## src/hw/rtl/tlrt_ram.sv

```systemverilog
`timescale 1ns / 1ps
module tlrt_ram #(
  parameter int WIDTH = 8,
  parameter int DEPTH = 16
) (
  input  logic                     clk_i,
  input  logic                     we_i,
  input  logic [$clog2(DEPTH)-1:0] waddr_i,
  input  logic [WIDTH-1:0]         wdata_i,
  input  logic [$clog2(DEPTH)-1:0] raddr_i,
  output logic [WIDTH-1:0]         rdata_o
);

  logic [WIDTH-1:0] mem_q [DEPTH];
  logic [WIDTH-1:0] rdata_q;

  always_ff @(posedge clk_i) begin
    if (we_i) begin
      mem_q[waddr_i] <= wdata_i;
    end
    rdata_q <= mem_q[raddr_i];
  end

  assign rdata_o = rdata_q;

endmodule

```

## config.mk

```make
export PLATFORM = sky130hd
export DESIGN_NAME = tlrt_ram
export DESIGN_NICKNAME = d
export VERILOG_FILES = /design/src/hw/rtl/tlrt_ram.sv
export SDC_FILE = /design/constraint.sdc
export NUM_CORES = 1
export LEC_CHECK = 0
export BUFFER_PORTS_ARGS = -buffer_cell sky130_fd_sc_hd__clkbuf_2
export CORE_ASPECT_RATIO = 1.4
export CORE_UTILIZATION = 54
export DETAILED_ROUTE_END_ITERATION = 6
export PLACE_DENSITY = 0.74
export SKIP_LAST_GASP = 1
export SLEW_MARGIN = 10
export SYNTH_ARGS = -nofsm -noshare
export SYNTH_HDL_FRONTEND = slang
export SYNTH_SLANG_ARGS = --single-unit
```

## constraint.sdc

```tcl
create_clock -name clk_i -period 1.5 [get_ports clk_i]
set_input_delay 0 -clock clk_i [delete_from_list [all_inputs] [get_ports clk_i]]
set_output_delay 0 -clock clk_i [all_outputs]
set_load 0.02 [all_outputs]
```

==> qor.yml <==
detailed_routing:
  wl_met1_mm: 3.758
  wl_mm: 9.694
  route.vias.total: 2485
  top_layer: "met4"
  dr_wl_met3_um: 572
  drt-initial-drc-count: 297
  wl_met2_mm: 5.130
  drt_pass1_iterations: 7
  ant_nets: 0
  wl_per_cell_um: 23.82
  via_per_inst: 6.106
  drc: 3
placement:
  portBuffers: 25
  dpl.hpwl_mm: 6.079
  place_congestion: 0.7736
timing:
  tightest_slew_ps: 367.5
  hold_slack_ps: 10.94
  period_needed_ps: 1380
  setup_violations: 0
  fmax_ghz: 0.7245
  fin_skew_ps: 7.787
  timing.final.crit_share_pct: 92.02
  drv_slew: 0
  slew_headroom_pct: 75.50
  fin_setup_tns_ps: 0
  rsz0062_at_grt: "false"
  finalHoldViolCount: 0
yosys:
  avgSynthCellArea_um2: 22.48
  yosysSeqAreaShare_pct: 77.78
  synth_top_area_share_pct: 74.67
  synth-compound-area-share_pct: 2.333
  synth_area_um2: 5147
  synth_top_family_by_area: "multiplexers"
  async_flop_share_pct: 0
  synth_simple_gate_area_share_pct: 3.184
  yosysWarnings: 0
  post_synth_num_cell_types: 19
  synth_cells: 229
  dominantRegCellSynth: "edfxtp_1"
  synthXorXnorAreaFrac_pct: 0
  ys_ff_latch: 136
  yosys-top-cells-area: "edfxtp_1 (75%), mux4_2 (7.9%), mux4_1 (7.1%), dfxtp_1 (3.1%), a22oi_1 (2.3%)"
  yosysTopAreaCell: "edfxtp_1"
  synthAdderAreaFrac_pct: 0
  syn_nets: 247
  synth_mux_area_share_pct: 15.02
  synth_edf_count: 128
finish:
  final_cell_mix: "edfxtp_1 (128), clkbuf_2 (25), buf_4 (22)"
  n_antenna_cell: 0
  nets: 305
  layout_commonest_cell: "edfxtp_1"
  nFillCells: 573
  area.growth.synth_to_final_pct: 20.13
  drive_above_1_share_pct: 32.33
clock_tree:
  clk_pin_slew_ps: 60
  ctsResizeCount: 0
  worstSkewPairLatency_ps: 410
  postCtsHoldBufs: 0
  cts-root-buf: "clkbuf_16"
  cts-buffers-inserted: 17
  cts_tree: "built"
  h-tree-depth: 4
  cts_buffer_depth: 2
  clock-sinks: 136
  post-cts-setup-buffers: 0
die:
  ios: 26
  fp.dieH_um: 117.5
  die_area_um2: 9932
  rows: 41
  core_area_um2: 9131
  initial_utilization_pct: 56.37
  die_w_um: 84.52
setup_path:
  r2r_slack_ps: 120
  path_cells: "mux4_1 -> a22oi_1 -> nand2_1"
  cp_slowest_cell: "mux4_1"
  cp.required_ps: 1790
  r2r_start: "mem_q[3][1]"
  cp_top_family: "multiplexers"
  cp-endpoint: "rdata_o[1]"
  timing.rr.end: "rdata_o[1]"
  crit_path_max_fanout: 1
  cp.arrival_ps: 1670
  crit_type: "reg2reg"
  worstSetupEndpointType: "flop"
  max_stage_delay_ps: 510
  cp-start-kind: "flop"
  cp_num_cells: 3
  r2r_cells: 3
  crit_buf_inv: 0
  crit_start: "mem_q[3][1]"
grt:
  grt_usage_pct: 21.88
  grt_pass1_vias: 2631
  grt_pass1_wl_mm: 15.12
  antenna_found_initial: 0
  grt_max_degree: 27
  grt-ovfl-total: 0
run:
  maxCapViolCount: 0
hold_path:
  holdCritPathClass: "in2reg"
  hp-start: "wdata_i[5]"
power:
  ir_drop_mv: 1.055
  p_leak_uw: 0.002145
  finalPower_uw: 9278
  powerDensity_nw_per_um2: 1501
run_status:
  violations: "DRC"
  status: "finished with violations"
-- kinds of logic (layout without fill, tap and decap cells) --
logic type	after synthesis	in the layout
AO/OA/AOI/OAI	16	16
multiplexers	32	32
AND/OR/NAND/NOR	35	35
flip-flops	136	136
buffers and inverters	10	81
-- worst min path at each step --
| stage | slack, ps | cells past startpoint | end |
|---|---|---|---|
| floorplan | 100 | 0 | mem_q[0][0] |
| global placement | 400 | 1 | mem_q[5][1] |
| detailed placement | 420 | 1 | rdata_o[4] |
| CTS | 10 | 1 | mem_q[15][5] |
| global route | 40 | 1 | mem_q[15][5] |
| finish | 10 | 1 | mem_q[9][5] |
-- final cells by class --
class,instances,area (um^2),area share [%]
flip-flops and latches,136,4004,64.75
clock buffers,18,429.2,6.941
clock inverters,14,229.0,3.703
multi-input cells,83,1057,17.10
well taps,107,133.9,2.165
repair buffers,49,330.3,5.342
-- power by group --
group / internal (uW) / leakage, uW / switching (uW)
sequential: 4250 / 0.00122 / 26.6
clock: 3100 / 0.000311 / 1480
combinational: 175 / 0.000611 / 246
-- sequential cells by signal, indices dropped and copies added (netlist names) --
register,flops
mem_q,128
rdata_o,8
-- cell usage after synthesis, types with 2 or more instances --
cell,n
mux4_1,14
mux4_2,18
nand3b_1,2
a22oi_1,16
edfxtp_1,128
buf_2,3
nor2_1,13
dfxtp_1,8
nand2_1,9
buf_6,3
nor3_1,4
clkdlybuf4s25_2,3
nand2b_1,2
-- stage by stage --
step / setup slack (ps) / instance area (um^2) / std cells / utilization, %
final: 119.7 / 6183 / 407 / 67.72
after global routing: 48.82 / 6183 / 407 / 67.72
after CTS: 119.3 / 6183 / 407 / 67.72
after detailed placement: 81.08 / 5525 / 375 / 60.51
after global placement: 108.9 / 5525 / 375 / 60.51
after floorplan: 7.126 / 5147 / 229 / -
-- metal layers --
metal	vias up	global-route usage, %
li1	1090	-
met2	105	35.26
met3	16	6.241
met5	-	0
met1	1274	27.77
met4	0	9.852
(Power assumes the default switching activity.)
