$ cat src/hw/rtl/tlrt_pkg.sv
`timescale 1ns / 1ps
package tlrt_pkg;

  localparam int SLOT_COUNT_DEF   = 64;
  localparam int TILE_COUNT_DEF   = 1024;
  localparam int VERSION_BITS_DEF = 16;

  localparam int COORD_W  = 10;
  localparam int STRIDE_W = 11;
  localparam int IDX_W    = COORD_W + STRIDE_W;
  localparam int STATUS_W = 3;
  localparam int SLOTOUT_W = 6;

  localparam logic [STRIDE_W-1:0] ROW_STRIDE_RST = 11'd32;
  localparam logic REG_IDX_ROW_STRIDE = 1'b0;

  typedef enum logic [1:0] {
    MODE_ACCESS = 2'd0,
    MODE_MARK   = 2'd1,
    MODE_QUERY  = 2'd2,
    MODE_RSVD   = 2'd3
  } mode_e;

  typedef enum logic [STATUS_W-1:0] {
    STS_TRANSFER  = 3'd0,
    STS_RESIDENT  = 3'd1,
    STS_MARKED    = 3'd2,
    STS_UNKNOWN   = 3'd3,
    STS_NO_WRITER = 3'd4,
    STS_WRITER    = 3'd5
  } status_e;

  typedef enum logic [2:0] {
    S_CLEAR,
    S_IDLE,
    S_IDX,
    S_RD,
    S_MATCH,
    S_SEL,
    S_WRMAP
  } state_e;

  typedef struct packed {
    logic [1:0]         mode;
    logic [COORD_W-1:0] tile_col;
    logic [COORD_W-1:0] tile_row;
    logic [1:0]         access_kind;
  } in_t;

  typedef struct packed {
    logic [STATUS_W-1:0]  status;
    logic [SLOTOUT_W-1:0] slot_index;
  } out_t;

  typedef struct packed {
    logic capture;
    logic upd;
  } cell_ctl_t;

endpackage

$ cat src/hw/rtl/tlrt_cell.sv
`timescale 1ns / 1ps
module tlrt_cell #(
  parameter int CW  = 8,
  parameter int SW  = 2,
  parameter int POS = 0
) (
  input  logic                clk_i,
  input  logic                rst_ni,
  input  tlrt_pkg::cell_ctl_t ctl_i,
  input  logic [SW-1:0]       target_i,
  input  logic                ge_i,
  input  logic [CW-1:0]       nxt_i,
  output logic [CW-1:0]       data_o,
  output logic                match_o,
  output logic                ge_o
);

  localparam logic [SW-1:0] PID = SW'(POS);

  logic [CW-1:0] data_q, data_d;
  logic          match_q, match_d;

  // The cell takes its upper neighbor's entry when it sits at or above the hit position.
  assign ge_o = ge_i | match_q;

  always_comb begin
    data_d  = data_q;
    match_d = match_q;
    if (ctl_i.capture) begin
      match_d = (data_q[CW-1 -: SW] == target_i);
    end
    if (ctl_i.upd && ge_o) begin
      data_d = nxt_i;
    end
  end

  always_ff @(posedge clk_i or negedge rst_ni) begin
    if (!rst_ni) begin
      data_q  <= {PID, {(CW-SW){1'b0}}};
      match_q <= 1'b0;
    end else begin
      data_q  <= data_d;
      match_q <= match_d;
    end
  end

  assign data_o  = data_q;
  assign match_o = match_q;

endmodule

$ cat config.mk
export PLATFORM = sky130hd
export DESIGN_NAME = tlrt_cell
export DESIGN_NICKNAME = d
export VERILOG_FILES = /design/src/hw/rtl/tlrt_pkg.sv /design/src/hw/rtl/tlrt_cell.sv
export SDC_FILE = /design/constraint.sdc
export NUM_CORES = 1
export LEC_CHECK = 0
export BUFFER_PORTS_ARGS = -buffer_cell sky130_fd_sc_hd__buf_2
export CORE_AREA = 8 8 45 47
export CTS_CLUSTER_SIZE = 12
export DETAILED_ROUTE_END_ITERATION = 16
export DIE_AREA = 0 0 53 55
export GPL_ROUTABILITY_DRIVEN = 1
export GPL_TIMING_DRIVEN = 1
export HOLD_SLACK_MARGIN = 0.15
export SYNTH_ARGS = -nofsm -noshare
export SYNTH_HDL_FRONTEND = slang
export SYNTH_SLANG_ARGS = --single-unit
$ cat constraint.sdc
create_clock -name clk_i -period 1 [get_ports clk_i]
set_input_delay 0.3 -clock clk_i [delete_from_list [all_inputs] [get_ports clk_i]]
set_output_delay 0.3 -clock clk_i [all_outputs]
set_load 0.005 [all_outputs]
==> impl_metrics.tcl <==
set metrics [dict create \
    ys_top_cells_by_count "dfrtp_1 (9), mux2_2 (8), xnor2_1 (2)" \
    hold_end "data_o[5]" \
    peakVddDrop_v 0.000680 \
    crit_arrival_ps 980 \
    setup_slack_ps -285 \
    synth_top_family_by_area "multiplexers" \
    seq_area_frac_synth 0.608 \
    synth-compound-area-share 0.0676 \
    synth_seq_cells 9 \
    synth_top_cell_area_share 0.608 \
    path_cells "or2_4, buf_6" \
    synth_nets 38 \
    met3_wirelength_um 112 \
    die_area_um2 2920 \
    r2r-end "data_o[2]" \
    m1WireLength_um 372 \
    synth.area.top_cells "dfrtp_1 (61%), mux2_2 (24%), xnor2_1 (4.7%)" \
    final_layout_size_suffix_gt1_frac 0.787 \
    grt_max_degree 10 \
    synth-xor-area-share 0.0473 \
    initial_utilization 0.268 \
    dr_total_vias 330 \
    worstHoldStart "nxt_i[5]" \
    nets 77 \
    drv_slew 0 \
    slew_headroom 0.864 \
    drc 0 \
    cts-root-buf "clkbuf_4" \
    cpPeakStageDelay_ps 390 \
    seqCellArea_um2 225 \
    preCtsSetupSlack_ps -215 \
    num_antenna_cells 0 \
    wl_met2_um 609 \
    muxShareOfSynthArea 0.243 \
    synthAdderAreaFrac 0 \
    yosysWarnings 0 \
    clk_path_buf_depth 2 \
    fillers 134 \
    grt_pass1_vias 348 \
    yosys.cell_types.count 7 \
    detailedRoute.firstPassIterationCount 2 \
    worst-r2r-cell-count 4 \
    fin_crit_sh 1.28 \
    rows 14 \
    syn_inst 23 \
    min_delay_path_depth 2 \
    pin_count 25 \
    clock_skew_ps 0.892 \
    required_ps 700 \
    antenna_found_initial 0 \
    coreArea_um2 1380 \
    outcome "complete, but fails checks" \
    ant_nets 0 \
    hold_viol 0 \
    power.density_nw_per_um2 1920 \
    grt_overflow 0 \
    cts_sinks 9 \
    worst_setup_path_start_kind "flop" \
    fin_crit_ps 1280 \
    p_leak_nw 0.364 \
    fmax_ghz 0.778 \
    path_clk_slew_ps 60 \
    vias_per_cell 4.29 \
    multi_input_area_um2 185 \
    area_delta_synth_final_pct 85.5 \
    reg2reg_slack_ps -230 \
    hold_path.class "in -> reg" \
    maxUsedRoutingLayer "met4" \
    wl_per_cell_um 14.5 \
    die_w_um 53 \
    crit_fanout 2 \
    gp_congestion 0.621 \
    worstReg2RegStart "match_o" \
    cts_tree "yes" \
    synth_ff_type "dfrtp_1" \
    htree_levels 1 \
    synth_edf_count 0 \
    clk_latency_ps 260 \
    worst-setup-path-type "reg -> out" \
    grt_use_total 0.0832 \
    slowest_stage "dfrtp_1" \
    netlist_area_um2 370 \
    rsz0062_at_grt "yes" \
    syn_area_per_cell_um2 16.1 \
    setup_tns_ps -2900 \
    dr.first_iter.drc_count 1 \
    cts_buffers 3 \
    critPathCaptureType "output port" \
    die_h_um 55 \
    total_power_mw 1.32 \
    io_buffers 24 \
    yosysTopAreaCell "dfrtp_1" \
    finalWirelength_mm 1.12 \
    synth_most_common_cell "dfrtp_1" \
    violations "setup timing" \
    async_flop_share 1.00 \
    holdWs_ps 274 \
    fin_util 0.496 \
    worst_slew_pin_slew_ps 204 \
    grt_first_pass_wirelength_mm 1.66 \
    setup_viol 19 \
    cap_violations 0 \
    synth_simple_gate_area_share 0.0338 \
]
[final cells by class]
type,instances,share of cell area
timing repair buffer,34,0.335
clock buffer,4,0.0383
multi-input combinational,14,0.270
sequential,9,0.328
tap,16,0.0291
[state kept, by name (all words and copies together), names as in the netlist]
register / cells
data_o: 8
match_o: 1
[worst max-delay path by stage]
stage          startpoint   endpoint  depth (start not counted)
6_report          match_o       ge_o                          2
5_1_grt           match_o       ge_o                          2
4_1_cts           match_o       ge_o                          2
3_5_place_dp         ge_i  data_o[2]                          3
3_3_place_gp         ge_i  data_o[2]                          3
2_1_floorplan     match_o  data_o[0]                          2
[worst max-delay path, delay by kind of cell, from the launching register on]
kind,cells,cell delay [ps]
and+or+nand+nor,1,230
DFF,1,390
buffers and inverters,1,110
[repair_timing]
| action | 4_1_cts | 5_1_grt |
|---|---|---|
| setup buffers | 5 | 3 |
| pin swaps | 2 | 1 |
| gates resized for setup | 13 | 1 |
| endpoints found under the hold margin | 9 | 0 |
| setup endpoints to repair | 19 | 19 |
| hold buffers | 1 | 0 |
[report_power, final]
group | leakage, nW | switching [mW] | total [mW] | internal [mW]
clock | 0.0150 | 0.122 | 0.275 | 0.153
combinational | 0.243 | 0.172 | 0.545 | 0.374
sequential | 0.106 | 0.0459 | 0.495 | 0.449
[cells by family (layout without fill, tap and decap cells)]
group / after synthesis / in the layout
XOR/XNOR: 2 / 2
AND/OR/NAND/NOR: 2 / 2
AO/OA/AOI/OAI: 2 / 2
multiplexers: 8 / 8
flip-flops: 9 / 9
buffers and inverters: 0 / 38
[stage by stage]
| step | instance area [µm²] | cells |
|---|---|---|
| after floorplan | 370 | 23 |
| after global placement | 518 | 64 |
| after detailed placement | 518 | 64 |
| after CTS | 657 | 74 |
| after global routing | 687 | 77 |
| final | 687 | 77 |
[cells in the final DEF (no fill, tap or decap), types with 2 or more instances in the layout]
| master | count |
|---|---|
| clkbuf_4 | 3 |
| mux2_4 | 8 |
| buf_4 | 6 |
| xnor2_1 | 2 |
| dfrtp_1 | 9 |
| buf_6 | 4 |
| buf_2 | 22 |
[per-layer routing]
metal / vias to the layer above / track usage
li1: 155 / -
met1: 157 / 0.0748
met2: 14 / 0.139
met3: 4 / 0.0455
met4: 0 / 0.0647
met5: - / 0
Power figures use the tool's default switching activity.
